$ cat config.mk
export PLATFORM = sky130hd
export DESIGN_NAME = cbq_ram
export DESIGN_NICKNAME = d
export VERILOG_FILES = /design/src/design/cbq_ram.sv
export SDC_FILE = /design/constraint.sdc
export NUM_CORES = 2
export LEC_CHECK = 0
export ABC_CLOCK_PERIOD_IN_PS = 4500
export BUFFER_PORTS_ARGS = -buffer_cell sky130_fd_sc_hd__buf_2
export CAP_MARGIN = 20
export CORE_ASPECT_RATIO = 0.5
export CORE_MARGIN = 1.5
export CORE_UTILIZATION = 45
export CTS_BUF_LIST = sky130_fd_sc_hd__clkbuf_4
export CTS_CLUSTER_DIAMETER = 50
export DETAILED_ROUTE_END_ITERATION = 6
export PLACE_DENSITY = 0.65
export SLEW_MARGIN = 40
export SYNTH_ARGS = -nofsm -noshare
export SYNTH_HDL_FRONTEND = slang
export SYNTH_SLANG_ARGS = --single-unit
$ cat constraint.sdc
create_clock -name clk -period 4.5 [get_ports clk]
set_clock_uncertainty 0.2 [all_clocks]
set_input_delay 0.675 -clock clk [delete_from_list [all_inputs] [get_ports clk]]
set_output_delay 0.675 -clock clk [all_outputs]
set_load 0.02 [all_outputs]
$ cat src/design/cbq_ram.sv
// Generic single-port-write, single-port-read RAM with a registered read.
// No dependencies; instantiated by cascaded_biquad_filter.
module cbq_ram #(
	parameter int WIDTH = 32,
	parameter int DEPTH = 100
) (
	input  logic                                        clk,
	input  logic                                        we,
	input  logic [(DEPTH > 1 ? $clog2(DEPTH) : 1)-1:0]  waddr,
	input  logic [WIDTH-1:0]                            wdata,
	input  logic                                        re,
	input  logic [(DEPTH > 1 ? $clog2(DEPTH) : 1)-1:0]  raddr,
	output logic [WIDTH-1:0]                            rdata
);

	logic [WIDTH-1:0] mem_q [DEPTH];

	// Write port, and a read port whose data holds until the next read.
	always_ff @(posedge clk) begin
		if (we) begin
			mem_q[waddr] <= wdata;
		end
		if (re) begin
			rdata <= mem_q[raddr];
		end
	end

endmodule

Yosys cells after proc, flatten, opt, wreduce, memory -nomap -nowiden
Memory sizes are Yosys's and may differ from the RTL's. A register that Yosys moved wholly into a read port is not among the register bits.
Index checks and enable logic that the tools add are counted.
{ "totals": {"register_bits": 0, "ramBits": 3200, "inputBits": 49, "word_cells": 3, "n_memories": 1} }
{ "classes": {"n_mux": 2} }
{ "memory_table": {"columns": ["memory", "words", "word_bits", "rd", "rd_ports_with_merged_regs", "wr", "line_no", "text"], "rows": [
  ["mem_q", 100, 32, 1, 1, 1, "16", "logic [WIDTH-1:0] mem_q [DEPTH];"]
]} }
{ "op_table": {"columns": ["op", "count"], "rows": [
  ["two-way mux 1 bit", 2]
]} }

Longest topological paths before layout
{ "logic_depth": {"word_depth": 2, "depth_mapped": 11, "ltp_nobuf": 6} }

Least setup slack after synthesis
No wires, ideal clock.
{ "synth_path": {"path_kind": "in2reg", "from": "input port waddr[5] (netlist name)", "to": "memory mem_q[57][0], enable pin", "setup_ns": 0.461, "t_arrival_ns": 3.519, "required_ns": 3.839, "slack_ns": 0.320, "stages": 4, "n_path_buf": 0, "path_cell_list": "nor2b_1 nand4_1 or2_2 nor3_1"} }
{ "synth_lines": {"columns": ["item", "line_no", "text"], "rows": [
  ["start: declaration", "9", "input logic [(DEPTH > 1 ? $clog2(DEPTH) : 1)-1:0] waddr,"],
  ["end: declaration", "16", null]
]} }
Straight into the memory's write port.

==> impl_metrics.env <==
export IMPL_pre_cts_slack_ns=0.121
export IMPL_yosys_area_top_type_share_pct=78.8
export IMPL_dieArea_mm2=0.277
export IMPL_min_from="raddr[1]"
export IMPL_fp_row_count=135
export IMPL_whs_path_depth=5
export IMPL_final_max_slew_viol_count=0
export IMPL_holdWs_ns=0.146
export IMPL_antenna_found_initial=59
export IMPL_dr_pass1_iters=7
export IMPL_n_fill_cell=21100
export IMPL_crit_required_ns=5.34
export IMPL_p_per_area_mw_per_mm2=422
export IMPL_ys_seq_area_share_pct=78.8
export IMPL_p_leak_nw=45.0
export IMPL_drv_cap=0
export IMPL_synth_edf_count=3232
export IMPL_r2r_cells=7
export IMPL_viasPerCell=6.24
export IMPL_cts_made_buffers=719
export IMPL_vias=66100
export IMPL_hold_path_endpoint="rdata[14]$_DFFE_PP_"
export IMPL_clkTransAtPathRegs_ns=0.07
export IMPL_r2r_end="rdata[15]$_DFFE_PP_"
export IMPL_max_slew_margin_pct=37.3
export IMPL_yosysWarnings=0
export IMPL_clockBufferDepth=4
export IMPL_postRouteWirelength_um=359000
export IMPL_yosys_top_cells_area="edfxtp_1 79%, mux4_2 13%, mux2i_1 2.0%"
export IMPL_fin_nets=6489
export IMPL_grtUsageTotal_pct=25.6
export IMPL_vdd_ir_drop_max_v=0.000194
export IMPL_syn_nets=5551
export IMPL_outcome="finished, final reports clean"
export IMPL_grt_ovfl_total=0
export IMPL_io_buffers=80
export IMPL_synth_area_mm2=0.123
export IMPL_min_period_ns=3.67
export IMPL_setup_slack_ns=0.832
export IMPL_post_cts_buffers=0
export IMPL_clock_fmax_ghz=0.273
export IMPL_async_flop_share_pct=0
export IMPL_drt_iter0_markers=10400
export IMPL_end_kind="flop"
export IMPL_synth_area_per_cell_um2=22.4
export IMPL_drtAntennaViolNets=0
export IMPL_ys_flop_type="edfxtp_1"
export IMPL_coreArea_mm2=0.272
export IMPL_area_growth_pct=14.3
export IMPL_h_tree_depth=6
export IMPL_clkLatencyLatePin_ns=1.34
export IMPL_finalSetupTns_ns=0
export IMPL_syn_inst=5502
export IMPL_worstSetupPathType="primary input to flop"
export IMPL_synth_cell_type_count=56
export IMPL_post_route_drc_count=0
export IMPL_critPathLaunchType="primary input"
export IMPL_cts_sinks=3232
export IMPL_die_y_um=373
export IMPL_reg2reg_from="mem_q[55][15]$_DFFE_PP_"
export IMPL_reg2reg_slack_ns=1.30
export IMPL_gp_congestion=0.873
export IMPL_drive_gt1_share_pct=35.4
export IMPL_synth_most_common_cell="edfxtp_1"
export IMPL_setup_viol=0
export IMPL_synth_top_cells_by_count="3,232 x edfxtp_1, 723 x mux4_2, 249 x mux2i_1"
export IMPL_grt_max_degree=101
export IMPL_hold_buffers=46
export IMPL_grt_pass1_vias=65900
export IMPL_crit_arrival_ns=4.51
export IMPL_worstMarginPinSlew_ns=0.940
export IMPL_die_w_um=743
export IMPL_clock_root_buffer="clkbuf_4"
export IMPL_grt_setup_unrepaired="false"
export IMPL_cts_tree="yes"
export IMPL_synth_top_area_cell="edfxtp_1"
export IMPL_cts_resized=0
export IMPL_hold_path_class="primary input to flop"
export IMPL_total_power_w=0.0594
export IMPL_grt_pass1_wl_um=500000
export IMPL_start_util_pct=45.4
export IMPL_hpwl_um=211000
export IMPL_hold_violations=0
export IMPL_num_io_pins=81
export IMPL_period_share_pct=81.5
export IMPL_cp_max_fo=55
export IMPL_wire_per_inst_um=33.9
export IMPL_synth_seq_cells=3232
-- cell type report --
| class | instances | area [um^2] | share of cell area (%) |
|---|---|---|---|
| clock buffers | 1076 | 8080 | 5.74 |
| repair buffers | 520 | 4910 | 3.49 |
| inverters | 5 | 21.3 | 0.0151 |
| flip-flops and latches | 3232 | 97100 | 68.9 |
| multi-input cells | 1962 | 25300 | 18.0 |
| clock inverters | 157 | 880 | 0.625 |
| diodes | 19 | 47.5 | 0.0338 |
| well taps | 3630 | 4540 | 3.22 |
-- worst max-delay path: stages --
cell,delay [ns]
dlygate4sd3_1,0.57
buf_8,0.56
buf_12,0.28
buf_12,0.31
buf_4,0.32
mux4_2,0.33
mux4_2,0.50
o21ai_1,0.73
o21ai_1,0.11
-- power breakdown --
| part | internal, W | switching, W |
|---|---|---|
| sequential | 0.0333 | 0.0000870 |
| combinational | 0.00116 | 0.00226 |
| clock | 0.0113 | 0.0113 |
-- worst max path at each step --
stage / start / to / slack, ns / depth (start not counted)
detailed placement: raddr[0] / rdata[17]$_DFFE_PP_ / 0.12 / 9
CTS: raddr[2] / rdata[15]$_DFFE_PP_ / 1.03 / 10
floorplan: waddr[5] / mem_q[57][0]$_DFFE_PP_ / 0.32 / 4
global route: raddr[2] / rdata[21]$_DFFE_PP_ / 0.88 / 9
global placement: raddr[2] / rdata[5]$_DFFE_PP_ / -0.09 / 8
finish: raddr[2] / rdata[5]$_DFFE_PP_ / 0.83 / 9
-- cells in the final DEF (no fill, tap or decap), types with 8 or more instances in the layout --
master,count
nor2_4,98
clkinv_1,105
clkbuf_4,1076
mux4_2,723
nand2b_1,11
a31oi_1,21
o21ai_0,76
o2111ai_1,12
a21oi_1,30
o221ai_1,8
edfxtp_1,3232
nor2_1,56
mux2i_1,249
buf_6,19
dlygate4sd3_1,46
a221oi_1,43
nor2b_1,22
clkinvlp_4,11
buf_4,339
o22ai_1,25
a22oi_1,195
nand4_1,30
bufinv_16,8
buf_2,42
buf_12,65
diode_2,19
nor3_1,21
clkinv_2,11
nand2_1,137
inv_2,20
nand3_1,83
o21ai_1,25
-- routing by layer --
layer | track usage [%] | share of wire (%)
met5 | 0 | 0.12
met4 | 9.86 | 4.1
met3 | 7.03 | 13
met2 | 38.8 | 46
met1 | 35.7 | 37
-- flip-flops by register name, indices dropped and copies added, names as in the netlist --
name,flops
mem_q,3200
rdata,32
-- through the flow --
stage | utilization (%) | area [um^2] | cells
2_1_floorplan | - | 123000 | 5502
3_3_place_gp | 48.3 | 131000 | 9297
3_5_place_dp | 48.3 | 131000 | 9300
4_1_cts | 51.8 | 141000 | 10600
5_1_grt | 51.8 | 141000 | 10600
6_report | 51.9 | 141000 | 10600
-- logic make-up after synthesis --
logic type             count (synthesis)  share of synthesized area (%)
AOI/OAI and AO/OA                    489                           2.77
buffers and inverters                308                           1.38
DFF                                 3232                           78.8
muxes                                977                           15.3
and+or+nand+nor                      496                           1.81
(Power assumes the default switching activity.)
